### src/uhrs_pkg.sv
// Shared types, constants and decode functions for the UTF-8 Hangul run splitter.
`default_nettype none

package uhrs_pkg;

    // Configuration register indexes.
    localparam logic [0:0] CFG_PRIMARY_HANGUL   = 1'b0;
    localparam logic [0:0] CFG_FALLBACK_PRESENT = 1'b1;

    localparam logic [20:0] HANGUL_FIRST = 21'h00AC00;
    localparam logic [20:0] HANGUL_LAST  = 21'h00D7A3;

    // One decoded character.
    typedef struct packed {
        logic [20:0] cp;
        logic [2:0]  len;
        logic        hangul;
    } t_char;

    // One result as it waits in the output buffer.
    typedef struct packed {
        logic [20:0] cp;
        logic [2:0]  len;
        logic        hangul;
        logic        run_start;
        logic        fallback;
        logic        done;
    } t_result;

    // Sequence length announced by a lead byte; stray bytes stand alone.
    function automatic logic [2:0] lead_len(input logic [7:0] b);
        logic [2:0] l;
        if (b[7] == 1'b0) begin
            l = 3'd1;
        end else if (b[7:5] == 3'b110) begin
            l = 3'd2;
        end else if (b[7:4] == 4'b1110) begin
            l = 3'd3;
        end else if (b[7:3] == 5'b11110) begin
            l = 3'd4;
        end else begin
            l = 3'd1;
        end
        return l;
    endfunction

    // Decodes the character that starts at b0, with avail bytes left in the text.
    // A lead whose sequence does not fit is taken as a byte of its own.
    function automatic t_char char_decode(input logic [7:0] b0, input logic [7:0] b1,
                                          input logic [7:0] b2, input logic [7:0] b3,
                                          input logic [2:0] avail);
        t_char      c;
        logic [2:0] l;
        l = lead_len(b0);
        if (l > avail) begin
            l = 3'd1;
        end
        case (l)
            3'd2: c.cp = {10'd0, b0[4:0], b1[5:0]};
            3'd3: c.cp = {5'd0, b0[3:0], b1[5:0], b2[5:0]};
            3'd4: c.cp = {b0[2:0], b1[5:0], b2[5:0], b3[5:0]};
            default: begin
                c.cp = {13'd0, b0};
                l    = 3'd1;
            end
        endcase
        c.len    = l;
        c.hangul = (c.cp >= HANGUL_FIRST) && (c.cp <= HANGUL_LAST);
        return c;
    endfunction

endpackage

`default_nettype wire

### src/utf8_decode_hangul_run_split_top.sv
// Top level of the UTF-8 decoder with Hangul run segmentation.
//
//  channel   direction  handshake                    payload
//  in        input      i_in_valid / o_in_ready      i_text_byte, i_end_of_text
//  out       output     o_out_valid / i_out_ready    o_code_point .. o_text_done
//  cfg       input      i_cfg_we (no wait)           i_cfg_index, i_cfg_data
//
// A byte is registered on transfer and then decoded into up to four results, which
// enter a four-entry output buffer once it is free. While the receiver is ready,
// results drain one per cycle and, as most bytes give zero or one result, one byte
// per cycle is sustained. A byte that ends the text inside a sequence gives up to
// four results; the input then stalls until all but the last of them have been
// transferred out. Reset clears the held and buffer counts and the run state.
`default_nettype none

module utf8_decode_hangul_run_split_top (
    input  wire logic        i_clk,
    input  wire logic        i_rst_n,
    input  wire logic        i_cfg_we,
    input  wire logic [0:0]  i_cfg_index,
    input  wire logic [0:0]  i_cfg_data,
    input  wire logic        i_in_valid,
    output logic             o_in_ready,
    input  wire logic [7:0]  i_text_byte,
    input  wire logic        i_end_of_text,
    output logic             o_out_valid,
    input  wire logic        i_out_ready,
    output logic [20:0]      o_code_point,
    output logic [2:0]       o_byte_length,
    output logic             o_is_hangul,
    output logic             o_run_start,
    output logic             o_use_fallback_font,
    output logic             o_text_done
);

    logic                         r_primary_hangul;
    logic                         r_fallback_present;
    logic                         r_in_valid;
    logic [7:0]                   r_byte;
    logic                         r_eot;
    logic [7:0]                   r_held [0:2];
    logic [1:0]                   r_held_cnt;
    logic [2:0]                   r_seq_len;
    logic                         r_prev_hangul;
    logic                         r_first;
    uhrs_pkg::t_result            r_res [0:3];
    logic [2:0]                   r_cnt;

    logic [3:0][7:0]              w_buf;
    logic [2:0]                   w_n;
    logic [2:0]                   w_lead_len;
    logic                         w_emit;
    uhrs_pkg::t_char [3:0]        w_dec;
    logic [2:0]                   w_dec_num;
    logic [2:0]                   w_num;
    logic [1:0]                   w_last;
    uhrs_pkg::t_result [3:0]      w_res;
    logic                         w_pop;
    logic                         w_free;
    logic                         w_consume;

    // Configuration registers.
    always_ff @(posedge i_clk) begin
        if (!i_rst_n) begin
            r_primary_hangul   <= 1'b0;
            r_fallback_present <= 1'b0;
        end else if (i_cfg_we) begin
            unique case (i_cfg_index)
                uhrs_pkg::CFG_PRIMARY_HANGUL:   r_primary_hangul   <= i_cfg_data[0];
                uhrs_pkg::CFG_FALLBACK_PRESENT: r_fallback_present <= i_cfg_data[0];
                default: ;
            endcase
        end
    end

    // Held bytes followed by the new byte.
    for (genvar i = 0; i < 3; i++) begin : g_buf
        assign w_buf[i] = (2'(i) < r_held_cnt) ? r_held[i] : r_byte;
    end
    assign w_buf[3] = r_byte;
    assign w_n      = {1'b0, r_held_cnt} + 3'd1;

    uhrs_decode u_decode (
        .i_bytes (w_buf),
        .i_count (w_n),
        .o_chars (w_dec),
        .o_num   (w_dec_num)
    );

    assign w_lead_len = uhrs_pkg::lead_len(r_byte);

    // Without end of text, a byte completes at most one character.
    assign w_emit = r_eot || ((r_held_cnt == 2'd0) ? (w_lead_len == 3'd1)
                                                    : (w_n >= r_seq_len));
    assign w_num  = r_eot ? w_dec_num : (w_emit ? 3'd1 : 3'd0);
    assign w_last = 2'(w_num - 3'd1);

    for (genvar j = 0; j < 4; j++) begin : g_res
        assign w_res[j].cp       = w_dec[j].cp;
        assign w_res[j].len      = w_dec[j].len;
        assign w_res[j].hangul   = w_dec[j].hangul;
        assign w_res[j].fallback = w_dec[j].hangul && !r_primary_hangul && r_fallback_present;
        assign w_res[j].done     = r_eot && (w_last == 2'(j));
        if (j == 0) begin : g_head
            assign w_res[j].run_start = r_first || (w_dec[j].hangul != r_prev_hangul);
        end else begin : g_tail
            assign w_res[j].run_start = w_dec[j].hangul != w_dec[j - 1].hangul;
        end
    end

    // The buffer takes a new set only when it is empty or its last entry leaves now.
    assign w_pop      = (r_cnt != 3'd0) && i_out_ready;
    assign w_free     = (r_cnt == 3'd0) || ((r_cnt == 3'd1) && w_pop);
    assign w_consume  = r_in_valid && w_free;
    assign o_in_ready = !r_in_valid || w_consume;

    // Input register.
    always_ff @(posedge i_clk) begin
        if (!i_rst_n) begin
            r_in_valid <= 1'b0;
        end else if (o_in_ready) begin
            r_in_valid <= i_in_valid;
        end
    end

    always_ff @(posedge i_clk) begin
        if (i_in_valid && o_in_ready) begin
            r_byte <= i_text_byte;
            r_eot  <= i_end_of_text;
        end
    end

    // Sequence and run state, advanced as each byte is consumed.
    always_ff @(posedge i_clk) begin
        if (!i_rst_n) begin
            r_held_cnt    <= 2'd0;
            r_seq_len     <= 3'd0;
            r_prev_hangul <= 1'b0;
            r_first       <= 1'b1;
        end else if (w_consume) begin
            if (w_num != 3'd0) begin
                r_prev_hangul <= w_dec[w_last].hangul;
                r_first       <= 1'b0;
            end
            if (r_eot) begin
                r_held_cnt <= 2'd0;
                r_seq_len  <= 3'd0;
                r_first    <= 1'b1;
            end else if (w_emit) begin
                r_held_cnt <= 2'd0;
                r_seq_len  <= 3'd0;
            end else begin
                r_held_cnt <= r_held_cnt + 2'd1;
                if (r_held_cnt == 2'd0) begin
                    r_seq_len <= w_lead_len;
                end
            end
        end
    end

    always_ff @(posedge i_clk) begin
        if (w_consume && !r_eot && !w_emit) begin
            r_held[r_held_cnt] <= r_byte;
        end
    end

    // Output buffer: entry 0 is presented, the rest shift down on each transfer.
    always_ff @(posedge i_clk) begin
        if (!i_rst_n) begin
            r_cnt <= 3'd0;
        end else if (w_consume) begin
            r_cnt <= w_num;
        end else if (w_pop) begin
            r_cnt <= r_cnt - 3'd1;
        end
    end

    always_ff @(posedge i_clk) begin
        if (w_consume) begin
            r_res[0] <= w_res[0];
            r_res[1] <= w_res[1];
            r_res[2] <= w_res[2];
            r_res[3] <= w_res[3];
        end else if (w_pop) begin
            r_res[0] <= r_res[1];
            r_res[1] <= r_res[2];
            r_res[2] <= r_res[3];
        end
    end

    assign o_out_valid         = r_cnt != 3'd0;
    assign o_code_point        = r_res[0].cp;
    assign o_byte_length       = r_res[0].len;
    assign o_is_hangul         = r_res[0].hangul;
    assign o_run_start         = r_res[0].run_start;
    assign o_use_fallback_font = r_res[0].fallback;
    assign o_text_done         = r_res[0].done;

    // A held sequence always announces more bytes than are held.
    a_held_short: assert property (@(posedge i_clk) disable iff (!i_rst_n)
        (r_held_cnt != 2'd0) |-> (r_seq_len > {1'b0, r_held_cnt}))
        else $error("held byte count reached the announced sequence length");

    a_cnt_range: assert property (@(posedge i_clk) disable iff (!i_rst_n)
        r_cnt <= 3'd4)
        else $error("output buffer count out of range");

    a_done_last: assert property (@(posedge i_clk) disable iff (!i_rst_n)
        (o_out_valid && o_text_done) |-> (r_cnt == 3'd1))
        else $error("end of text result is not the last one buffered");

    a_no_overwrite: assert property (@(posedge i_clk) disable iff (!i_rst_n)
        w_consume |-> (r_cnt == 3'd0 || (r_cnt == 3'd1 && i_out_ready)))
        else $error("decoded results would overwrite pending results");

endmodule

`default_nettype wire

### src/uhrs_decode.sv
// Splits a buffer of up to four text bytes into its sequence of characters.
`default_nettype none

module uhrs_decode (
    input  wire logic [3:0][7:0]         i_bytes,
    input  wire logic [2:0]              i_count,
    output uhrs_pkg::t_char [3:0]        o_chars,
    output logic [2:0]                   o_num
);

    logic [6:0][7:0]        w_pad;
    uhrs_pkg::t_char [3:0]  w_at;
    logic [3:0][3:0]        w_pos;
    logic [3:0]             w_valid;

    assign w_pad = {24'd0, i_bytes};

    // A candidate character at every byte position.
    for (genvar s = 0; s < 4; s++) begin : g_pos
        assign w_at[s] = uhrs_pkg::char_decode(w_pad[s], w_pad[s + 1], w_pad[s + 2],
                                               w_pad[s + 3], i_count - 3'(s));
    end

    // Walk the buffer: each character starts where the previous one ended.
    // Positions past the end keep growing, so they stay wide enough not to wrap.
    assign w_pos[0] = 4'd0;
    for (genvar j = 0; j < 4; j++) begin : g_walk
        assign w_valid[j]   = w_pos[j] < {1'b0, i_count};
        assign o_chars[j]   = w_at[w_pos[j][1:0]];
        if (j < 3) begin : g_next
            assign w_pos[j + 1] = w_pos[j] + {1'b0, w_at[w_pos[j][1:0]].len};
        end
    end

    assign o_num = 3'(w_valid[0]) + 3'(w_valid[1]) + 3'(w_valid[2]) + 3'(w_valid[3]);

endmodule

`default_nettype wire

### config.mk
export PLATFORM = sky130hd
export DESIGN_NAME = utf8_decode_hangul_run_split_top
export DESIGN_NICKNAME = d
export VERILOG_FILES = /design/src/uhrs_pkg.sv /design/src/utf8_decode_hangul_run_split_top.sv /design/src/uhrs_decode.sv
export SDC_FILE = /design/constraint.sdc
export NUM_CORES = 1
export LEC_CHECK = 0
export BUFFER_PORTS_ARGS = -buffer_cell sky130_fd_sc_hd__buf_2
export CAP_MARGIN = 25
export CORE_ASPECT_RATIO = 1.2
export CORE_UTILIZATION = 50
export DETAILED_ROUTE_END_ITERATION = 10
export PLACE_DENSITY_LB_ADDON = 0.2
export SLEW_MARGIN = 20
export SYNTH_ARGS = -nofsm -noshare
export SYNTH_HDL_FRONTEND = slang
export SYNTH_SLANG_ARGS = --single-unit
### constraint.sdc
create_clock -name i_clk -period 11.6 [get_ports i_clk]
set_input_delay 2.32 -clock i_clk [delete_from_list [all_inputs] [get_ports i_clk]]
set_output_delay 2.32 -clock i_clk [all_outputs]
set_load 0.05 [all_outputs]
==> results of run 1 <==
-- state kept, by name, indices dropped and copies added (netlist names) --
| name | cells |
|---|---|
| r_res | 112 |
| r_held | 24 |
| r_byte | 8 |
| r_cnt | 3 |
| r_seq_len | 3 |
| r_held_cnt | 2 |
| r_eot | 1 |
| r_fallback_present | 1 |
| r_first | 1 |
| r_in_valid | 1 |
| r_prev_hangul | 1 |
| r_primary_hangul | 1 |
-- cells in the final DEF (no fill, tap or decap), types with 7 or more instances in the layout --
cell,instances
o21a_1,8
mux2_2,23
clkbuf_16,17
nor2b_1,9
and2_1,12
nor3_1,17
a31oi_1,33
nor2_1,111
inv_1,46
and3_1,12
o211ai_1,12
a221oi_1,11
a21o_1,7
nand2b_1,9
o21ai_1,9
edfxtp_1,145
ha_1,40
mux2i_1,37
a22oi_1,17
o21ai_0,76
mux4_2,25
a21oi_1,66
nand3_1,39
buf_2,45
dfxtp_1,13
nand2_1,158
buf_4,26
a211oi_1,10
-- power breakdown --
group          internal, mW  total [mW]  leakage [nW]  switching (mW)
logic                 0.554        1.73          2.78            1.18
clock network         0.287       0.563         0.274           0.276
registers             0.947        1.01          1.49          0.0648
-- critical path: cells and delay by family (launching register included) --
kind | cells | cell delay, ps
fa+ha+maj | 7 | 2570
mux | 1 | 350
simple gates | 9 | 1880
flops | 1 | 890
compound gates | 9 | 1890
buf+inv | 8 | 1710
-- logic make-up (layout without fill, tap and decap cells) --
logic type	after synthesis	count (layout)	synth area share [%]
AND/OR/NAND/NOR	409	409	16.9
AO/OA/AOI/OAI	320	320	19.0
flip-flops	158	158	41.3
buffers and inverters	153	152	6.27
multiplexers	85	85	10.7
adder cells (fa/ha/maj)	43	43	5.02
XOR/XNOR	10	10	0.785
-- how the worst max path moves through the flow --
stage | end | slack (ps) | cells past startpoint
2_1_floorplan | r_prev_hangul$_SDFFE_PN0P_ | 2250 | 39
3_3_place_gp | r_prev_hangul$_SDFFE_PN0P_ | 2620 | 34
3_5_place_dp | r_prev_hangul$_SDFFE_PN0P_ | 2260 | 34
4_1_cts | r_prev_hangul$_SDFFE_PN0P_ | 2230 | 34
5_1_grt | r_prev_hangul$_SDFFE_PN0P_ | 1450 | 34
6_report | r_prev_hangul$_SDFFE_PN0P_ | 2180 | 34
-- area by class of cell --
class	count	area [µm²]
repair buffers	71	420
inverters	49	189
well taps	274	343
multi-input cells	867	5870
clock buffers	18	429
fillers	1962	9760
flip-flops and latches	158	4610
clock inverters	14	149
-- layer usage --
metal | part of all wire (%) | wire (µm)
met1 | 42 | 14400
met3 | 8.7 | 2990
met5 | 0 | 0
met2 | 44 | 15000
met4 | 5.4 | 1850
-- through the flow --
stage,cells,hold WS [ps]
5_1_grt,1451,533
3_3_place_gp,1417,469
4_1_cts,1450,487
2_1_floorplan,1178,452
6_report,1451,493
3_5_place_dp,1418,477
==> results.md, run 1 <==
* Worst setup startpoint: r_held_cnt[1]$_SDFFE_PN0P_
* Initial Util at around 51%
* Setup TNS Final at 0 ps
* CTS resizes at 0
* Post-CTS setup buffer count at 0
* Via density at around 6.5
* Synth top area share at 39.0%
* Total power at between 3 and 4 mW
* Setup CP Type: reg -> reg
* Utilization after layout at 55.2%
* Routed WL per cell at approximately 24 µm
* Routing usage on met1 at around 41%
* Hold path endpoint: r_fallback_present$_SDFFE_PN0P_
* Cts bufs inserted at 17
* Synth warnings at 0
* Largest net degree at the start of global routing at 92
* Number of antenna violations at the first check in global routing at 0
* Outcome: finished with violations
* Cell leakage power at about 4.5 nW
* Synth Net Count at 1237
* Final Worst Setup Slack at 2180 ps
* HP Start: r_fallback_present$_SDFFE_PN0P_
* Post-DP HPWL at about 24000 µm
* Crit path max-delay cell type: dfxtp_1
* Syn-to-layout area delta at 7.64%
* Htree depth at 4
* Critical Path AT at 9760 ps
* Clk Latency, worst-skew pair at about 450 ps
* Fin. max-slew vios at 0
* Fin crit share at 81.2%
* Boundary Pins at between 40 and 50
* Hold Path Depth at 2
* Syn avg cell area at ~9.5 µm²
* Max-cap violations at 0
* Via count at 9453
* Worst flop-to-flop path startpoint: r_held_cnt[1]$_SDFFE_PN0P_
* Cell Rows at 59
* Vias in the first global route at 8999
* Max stage delay on crit path at 890 ps
* Slew HR at between 20% and 30%
* Critical Path RT at about 12000 ps
* EDFF count, synth at 145
* Synthesized area at approximately 11000 µm²
* Worst Tran Pin Value at slightly above 1000 ps
* Final setup viols at 0
* Yosys reg bits at between 150 and 200
* Die H at 166 µm
* Crit Path Max Fanout at 38
* Count leader, synth: nand2_1
* Gate Count Post-Synth at around 1200
* Initial drt markers at 1207
* Post-route minimum period at 9420 ps
* RSZ-0062 raised after global routing: no
* Ys async rst share at 0%
* RePlAce Congestion at 0.967
* Post-DP Area at ~11000 µm²
* Met3 usage at 4.77%
* # DRC at 6
* Reg-to-Reg End: r_prev_hangul$_SDFFE_PN0P_
* Buffers added on ports at 45
* CORE AREA at around 22000 µm²
* Root cell of the clock tree: clkbuf_16
* Reg2Reg Depth at 34
* Tot GR Track Use at 30.4%
* Power Density at 275 nW/µm²
* Buffer depth of the longest clock path at 2
* Area contributors post-synth: edfxtp_1, nand2_1, mux4_2
* Post-CTS Hold Buffers at 0
* Ys flop type: edfxtp_1
* Routed wire length at 34200 µm
* Drt pass-1 iters at 9
* Hold Path Class: reg -> reg
* Count of cell types in the netlist at 85
* Fmax at 0.106 GHz
* Global route overflow at 0
* Most used cell, CP: inv_1
* Die area at 22900 µm²
* Number of diodes at 0
* CTS tree: done
* Fin area at 12000 µm²
* First-pass GRT wire length at ~53000 µm
* Failing checks: DRC
* Final hold vios at 0
* Share of cells above drive strength 1 at 14.7%
* Routed Antenna Nets at 0
* GR peak layer: met2
* Post-synth top cells: nand2_1, edfxtp_1, nor2_1
* Num Clock Sinks at 158
* Post-route clock skew at about 15 ps
* Clk pin slew, worst setup/hold paths at roughly 70 ps
* CP Launch Type: flip-flop
* Crit. End Element: flip-flop
* Die X at 138 µm
* Net count, final at 1223
* Max IR drop VDD at 0.182 mV
* Pre-CTS WS at 2260 ps
* Seq/Total Area, Yosys at 41.3%
* R2R Setup Slk at ~2200 ps
* Synth area leader: edfxtp_1
* Met2 Resource Use GR at 46.6%
Power figures use the tool's default switching activity.
==> run 2: changes to the inputs <==
==> constraint.sdc (replaced) <==
create_clock -name i_clk -period 8.9 [get_ports i_clk]
set_input_delay 1.78 -clock i_clk [delete_from_list [all_inputs] [get_ports i_clk]]
set_output_delay 1.78 -clock i_clk [all_outputs]
set_load 0.05 [all_outputs]
==> run 2 against run 1 <==
Net effect:
- the run still ends with DRC left
- clock power grew 33%
- largest cell class unchanged
- flip-flop and latch count unchanged
- setup slack got worse by 1400 ps
- cell count increased by 0.76%
==> results.md, run 2 (synthesis gave the netlist of run 1 again) <==
* Pre-CTS WS at 695 ps (-1560 ps)
* Global route overflow at 0 (unchanged)
* Tot GR Track Use at 30.9% (+0.52 points)
* Most frequent cells in the layout: nand2_1, edfxtp_1, nor2_1, o21ai_0, a21oi_1
* Worst Tran Pin Value at 1210 ps (+170 ps)
* Cell leakage power at 4.62 nW (+1.6%)
* Crit path max-delay cell type: fa_1
* Clk Latency, worst-skew pair at 450 ps (about the same)
* Die H at 166 µm (unchanged)
* Placed Cells at 1428 (+0.71%)
* Post-route clock skew at 14.2 ps (-0.679 ps)
* Fin. max-slew vios at 0 (unchanged)
* Max stage delay on crit path at 580 ps (-310 ps)
* HP Start: r_fallback_present$_SDFFE_PN0P_
* Cts bufs inserted at 17 (unchanged)
* Worst flop-to-flop path startpoint: r_held_cnt[0]$_SDFFE_PN0P_
* CORE AREA at 21800 µm² (unchanged)
* Num Clock Sinks at 158 (unchanged)
* Failing checks: DRC
* Comb pwr share at 52.4% (about the same)
* Post-route minimum period at 8150 ps (-1270 ps)
* Power Density at 358 nW/µm² (+30%)
* Share of cells above drive strength 1 at 15.7% (+1.0 points)
* Net count, final at 1234 (+0.90%)
* Register area at 4610 µm² (unchanged)
* Setup CP Type: reg -> reg
* Most flops, register: r_res
* Hold Path Depth at 2 (unchanged)
* Number of diodes at 0 (unchanged)
* Post-CTS Hold Buffers at 0 (unchanged)
* Routed wire length at 35000 µm (+2.4%)
* Vias in the first global route at 8940 (-0.66%)
* Initial Util at 51.3% (unchanged)
* RePlAce Congestion at 0.995 (+2.9%)
* Die area at 22900 µm² (unchanged)
* Reg2Reg Depth at 33 (-2.9%)
* Crit. End Element: flip-flop
* Internal power at 2.34 mW (+31%)
* Sw Ratio at 46.1% (+0.12 points)
* Die X at 138 µm (unchanged)
* Clk pwr share at 17.2% (+0.2 points)
* Setup TNS Final at 0 ps (unchanged)
* Buffers added on ports at 45 (unchanged)
* Crit Path Max Fanout at 38 (unchanged)
* Max reg flops at 112 (unchanged)
* # DRC at 6 (unchanged)
* Via density at 6.56 (+0.70%)
* CTS tree: done
* Slew HR at 18.3% (-12 points)
* Largest net degree at the start of global routing at 97 (+5.4%)
* Most common cell after layout, fill and taps aside: nand2_1
* Via count at 9591 (+1.5%)
* R2R Setup Slk at 750 ps (-1430 ps)
* Initial drt markers at 1351 (+12%)
* Routed WL per cell at 23.9 µm (+1.6%)
* Critical Path RT at 9240 ps (-2700 ps)
* Outcome: finished with violations
* Final setup viols at 0 (unchanged)
* CP Launch Type: flip-flop
* Fin cells at 1462 (+0.76%)
* First-pass GRT wire length at 53600 µm (+1.2%)
* Top flop regs: r_res (112), r_held (24), r_byte (8)
* Final Worst Setup Slack at 749 ps (-1430 ps)
* Area of the multi-input gates at 5890 µm² (+0.23%)
* Number of antenna violations at the first check in global routing at 0 (unchanged)
* Fin crit share at 91.6% (+10 points)
* Clk pin slew, worst setup/hold paths at 80 ps (about the same)
* Worst setup startpoint: r_held_cnt[0]$_SDFFE_PN0P_
* Buffer depth of the longest clock path at 2 (unchanged)
* Syn-to-layout area delta at 8.60%
* Sw Pwr at 2.00 mW (+32%)
* Fill cells at 1935 (-1.4%)
* Cell Rows at 59 (unchanged)
* Routed Antenna Nets at 0 (unchanged)
* Fmax at 0.123 GHz (+16%)
* Drt pass-1 iters at 11 (+2)
* Final hold vios at 0 (unchanged)
* RSZ-0062 raised after global routing: no
* Max IR drop VDD at 0.331 mV (+82%)
* Flop pwr share at 30.4% (-0.2 points)
* Post-DP HPWL at 24300 µm (+1.6%)
* Max-cap violations at 0 (unchanged)
* Boundary Pins at 46 (unchanged)
* Root cell of the clock tree: clkbuf_16
* Critical Path AT at 8490 ps (-1270 ps)
* Hold Path Class: reg -> reg
* Htree depth at 4 (unchanged)
==> run 2: changes by cell type in the layout (fill, tap and decap cells not counted), moves of 2 or more <==
cell / delta
inv_6: +3
clkinv_8: +2
inv_8: -2
clkinvlp_4: -3
buf_4: +9
==> run 2: through the flow <==
step | cell area [µm²] | power (mW) | util (%) | hold slack [ps]
floorplan | 11200 | 3.09 | - | 452
global placement | 11500 | 3.52 | 52.9 | 464
detailed placement | 11500 | 3.57 | 52.9 | 484
CTS | 12100 | 4.32 | 55.6 | 494
global route | 12100 | 4.60 | 55.7 | 535
finish | 12100 | 4.35 | 55.7 | 486
==> run 2: layout make-up <==
| type | count | area share (%) |
|---|---|---|
| well taps | 274 | 2.83 |
| clock inverters | 15 | 1.38 |
| multi-input cells | 867 | 48.5 |
| clock buffers | 17 | 3.51 |
| repair buffers | 82 | 4.11 |
| inverters | 49 | 1.56 |
| flip-flops and latches | 158 | 38.1 |
==> run 2: critical path: cells and delay by family, from the launching register on <==
kind            cells  cell delay [ps]
fa+ha+maj           8             2900
simple gates       10             2120
buf+inv             7             1230
compound gates      7             1170
flops               1              310
mux                 1              280
==> run 2: path summary, 6_finish.rpt <==
kind / endpoint
setup / recovery: r_prev_hangul$_SDFFE_PN0P_
hold / removal: r_fallback_present$_SDFFE_PN0P_
setup reg to reg: r_prev_hangul$_SDFFE_PN0P_
hold reg to reg: r_fallback_present$_SDFFE_PN0P_
==> run 2: power groups by stage <==
stage	logic (mW)	registers, mW	clock network [mW]
floorplan	1.74	1.35	0
global placement	2.19	1.33	0
detailed placement	2.23	1.34	0
CTS	2.25	1.32	0.752
global route	2.47	1.35	0.781
finish	2.28	1.32	0.746
==> run 2: what timing repair did <==
action,4_1_cts,5_1_grt
endpoints found under the hold margin,0,0
resized for setup,0,1
setup buffers,0,0
setup endpoints to repair,0,1
==> run 2: layer usage <==
metal,vias up,routed length (µm),global-route usage [%]
met5,-,0,0
met4,0,1930,16.7
met3,135,3010,5.87
met2,552,15400,47.4
met1,4545,14700,41.5
li1,4359,-,-
==> run 3: changes to the inputs <==
--- a/config.mk
+++ b/config.mk
@@ -5,11 +5,15 @@
 export SDC_FILE = /design/constraint.sdc
 export NUM_CORES = 1
 export LEC_CHECK = 0
+export ABC_AREA = 1
 export BUFFER_PORTS_ARGS = -buffer_cell sky130_fd_sc_hd__buf_2
 export CAP_MARGIN = 25
+export CELL_PAD_IN_SITES_DETAIL_PLACEMENT = 0
+export CELL_PAD_IN_SITES_GLOBAL_PLACEMENT = 1
 export CORE_ASPECT_RATIO = 1.2
-export CORE_UTILIZATION = 50
+export CORE_UTILIZATION = 47
 export DETAILED_ROUTE_END_ITERATION = 10
+export GPL_TIMING_DRIVEN = 0
 export PLACE_DENSITY_LB_ADDON = 0.2
 export SLEW_MARGIN = 20
 export SYNTH_ARGS = -nofsm -noshare
==> run 3 against run 2 <==
Net effect:
- the run now ends clean
- clock power up 5.6%
- design area fell by 0.76%
- cell count grew 17%
- die area grew 1.6%
- combinational power up 31%
- critical path depth increased by 8
- sequential power increased by 3%
- count of clock-buffer cells in the layout unchanged
- flip-flop and latch count unchanged
- setup slack worse by 410 ps
==> results.md, run 3 <==
* Max-cap violations at 0 (unchanged)
* Gate Count Post-Synth at 1340 (+14%)
* Cts bufs inserted at 17 (unchanged)
* CORE AREA at 22400 µm² (+2.7%)
* Largest net degree at the start of global routing at 51 (-47%)
* Synthesized area at 10700 µm² (-4.5%)
* Ys flop type: edfxtp_1
* Top flop regs: r_res (112), r_held (24), r_byte (8)
* Cell leakage power at 4.92 nW (+6.4%)
* Clk pin slew, worst setup/hold paths at 70 ps (about the same)
* Reg2Reg Depth at 41 (+24%)
* Yosys reg bits at 158 (unchanged)
* Number of diodes at 0 (unchanged)
* Global route overflow at 0 (unchanged)
* Total power at 5.13 mW (+18%)
* Most common cell after layout, fill and taps aside: nand2_1
* Fmax at 0.117 GHz (-4.8%)
* Delay-heaviest family, CP: adder cells
* End of the critical path: r_prev_hangul$_SDFFE_PN0P_
* Worst Path Buf+Inv at 12 (+5)
* Via count at 10700 (+12%)
* Most flops, register: r_res
* R2R Setup Slk at 340 ps (-410 ps)
* Utilization after layout at 53.8% (-1.9 points)
* Reg-to-Reg End: r_prev_hangul$_SDFFE_PN0P_
* Htree depth at 4 (unchanged)
* Crit. End Element: flip-flop
* Routed WL per cell at 25.8 µm (+7.7%)
* Slew HR at 35.4% (+17 points)
* Most frequent cells in the layout: nand2_1, edfxtp_1, nor2_1, inv_1, a21oi_1
* Initial drt markers at 1285 (-4.9%)
* Max stage delay on crit path at 520 ps (-60 ps)
* Final hold vios at 0 (unchanged)
* Fin crit share at 96.2% (+4.6 points)
* EDFF count, synth at 145 (unchanged)
* Area contributors post-synth: edfxtp_1, nand2_1, a21oi_1
* Most used cell, CP: nand2_1
* CP Launch Type: flip-flop
* Root cell of the clock tree: clkbuf_16
* Die X at 139 µm (+0.79%)
* Hold Path Class: reg -> reg
* Number of antenna violations at the first check in global routing at 0 (unchanged)
* Outcome: complete, no violations
* Num Clock Sinks at 158 (unchanged)
* Setup CP Type: reg -> reg
* Die H at 167 µm (+0.79%)
* Max IR drop VDD at 0.369 mV (+11%)
* Vias in the first global route at 10151 (+14%)
* Share of cells above drive strength 1 at 14.6% (-1.1 points)
* Synth warnings at 0 (unchanged)
* Tot GR Track Use at 38.4% (+7.4 points)
* Buffer depth of the longest clock path at 2 (unchanged)
* Routed wire length at 44000 µm (+26%)
* Net count, final at 1471 (+19%)
* Power Density at 426 nW/µm² (+19%)
* CTS tree: done
* Cell Rows at 60 (+1.7%)
* Initial Util at 47.7% (-3.6 points)
* Syn-to-layout area delta at 12.8%
* Count of cell types in the netlist at 52 (-39%)
* Count leader, synth: nand2_1
* Seq/Total Area, Yosys at 43.3% (+1.9 points)
* Fin. max-slew vios at 0 (unchanged)
* Worst Tran Pin Value at 962 ps (-245 ps)
* Crit path max-delay cell type: fa_1
* Drt pass-1 iters at 6 (-5)
* Boundary Pins at 46 (unchanged)
* Via density at 6.28 (-4.3%)
* Worst flop-to-flop path startpoint: r_held_cnt[1]$_SDFFE_PN0P_
* Synth top area share at 40.8% (+1.8 points)
* Ys async rst share at 0% (unchanged)
* Post-route clock skew at 12.6 ps (-1.63 ps)
* Final setup viols at 0 (unchanged)
* Fin cells at 1704 (+17%)
* Post-CTS Hold Buffers at 0 (unchanged)
* Placed Cells at 1666 (+17%)
* Max reg flops at 112 (unchanged)
* Clk Latency, worst-skew pair at 450 ps (about the same)
* Die area at 23300 µm² (+1.6%)
* Buffers added on ports at 45 (unchanged)
* Post-synth top cells: nand2_1, edfxtp_1, nor2_1
* Synth area leader: edfxtp_1
* # DRC at 0 (-6)
* Fin area at 12000 µm² (-0.76%)
* Routed Antenna Nets at 0 (unchanged)
* Syn avg cell area at 7.96 µm² (-16%)
* Post-route minimum period at 8560 ps (+411 ps)
* First-pass GRT wire length at 64200 µm (+20%)
* Post-DP Area at 11300 µm² (-1.9%)
* Synth Net Count at 1399 (+13%)
* Critical Path AT at 8910 ps (+420 ps)
* Critical Path Stages at 41 (+24%)
* Crit Path Max Fanout at 10 (-74%)
* RePlAce Congestion at 1.03 (+3.3%)
* Critical Path RT at 9250 ps (about the same)
* Worst setup startpoint: r_held_cnt[1]$_SDFFE_PN0P_
* Post-DP HPWL at 32700 µm (+34%)
[run 3: cell families (layout without fill, tap and decap cells)]
kind of cell	Yosys count	after routing	share of synthesized area, %
adders and majority gates	43	43	5.26
DFF	158	158	43.3
buffers and inverters	221	306	9.02
xor gates and xnor gates	5	5	0.411
and+or+nand+nor	569	569	23.2
AOI/OAI and AO/OA	344	344	18.8
[run 3: where the power goes]
part	internal (mW)	switching, mW
logic	0.832	2.15
registers	1.28	0.0786
clock network	0.424	0.364
total	2.53	2.60
[run 3: per-stage QoR]
stage / hold slack, ps / TNS [ps] / setup slack (ps)
after floorplan: 429 / 0 / 1440
after global placement: 440 / -26310 / -1420
after detailed placement: 442 / -23550 / -1350
after CTS: 453 / 0 / 38.0
after global routing: 498 / -16.7 / -16.7
final: 453 / 0 / 338
[run 3: how the worst min path moves through the flow]
stage / endpoint / slack, ps / startpoint / cells after the start
3_5_place_dp: r_primary_hangul$_SDFFE_PN0P_ / 440 / r_primary_hangul$_SDFFE_PN0P_ / 2
4_1_cts: r_primary_hangul$_SDFFE_PN0P_ / 450 / r_primary_hangul$_SDFFE_PN0P_ / 2
6_report: r_primary_hangul$_SDFFE_PN0P_ / 450 / r_primary_hangul$_SDFFE_PN0P_ / 2
3_3_place_gp: r_primary_hangul$_SDFFE_PN0P_ / 440 / r_primary_hangul$_SDFFE_PN0P_ / 2
5_1_grt: r_fallback_present$_SDFFE_PN0P_ / 500 / r_fallback_present$_SDFFE_PN0P_ / 2
2_1_floorplan: r_primary_hangul$_SDFFE_PN0P_ / 430 / r_primary_hangul$_SDFFE_PN0P_ / 2
[run 3: layout make-up]
cell class	count	area (µm²)
Timing Repair Buffer	54	323
Sequential cell	158	4620
Multi-Input combinational cell	961	5160
Clock buffer	17	425
Fill cell	2232	10300
Inverter	141	544
Tap cell	279	349
Buffer	79	435
Clock inverter	15	174
[run 3: per-layer routing]
| layer | wire, µm | global-route usage, % |
|---|---|---|
| met5 | 0 | 0 |
| met4 | 2700 | 21.7 |
| met3 | 4450 | 8.80 |
| met2 | 20300 | 62.2 |
| met1 | 16500 | 46.9 |
[run 3: worst register-to-register path: cells and delay by family, from the launching register on]
kind / cells / cell delay, ps
AO/OA/AOI/OAI: 7 / 1110
adder cells (fa/ha/maj): 9 / 3050
buffers and inverters: 12 / 2250
flip-flops: 1 / 380
AND/OR/NAND/NOR: 13 / 1660
[run 3: what timing repair did]
| action | in CTS | in global routing |
|---|---|---|
| endpoints found under the setup margin | 33 | 7 |
| resized for setup | 17 | 15 |
| buffers inserted | 2 | 4 |
| pin swaps | 0 | 2 |
| gates cloned | 0 | 0 |
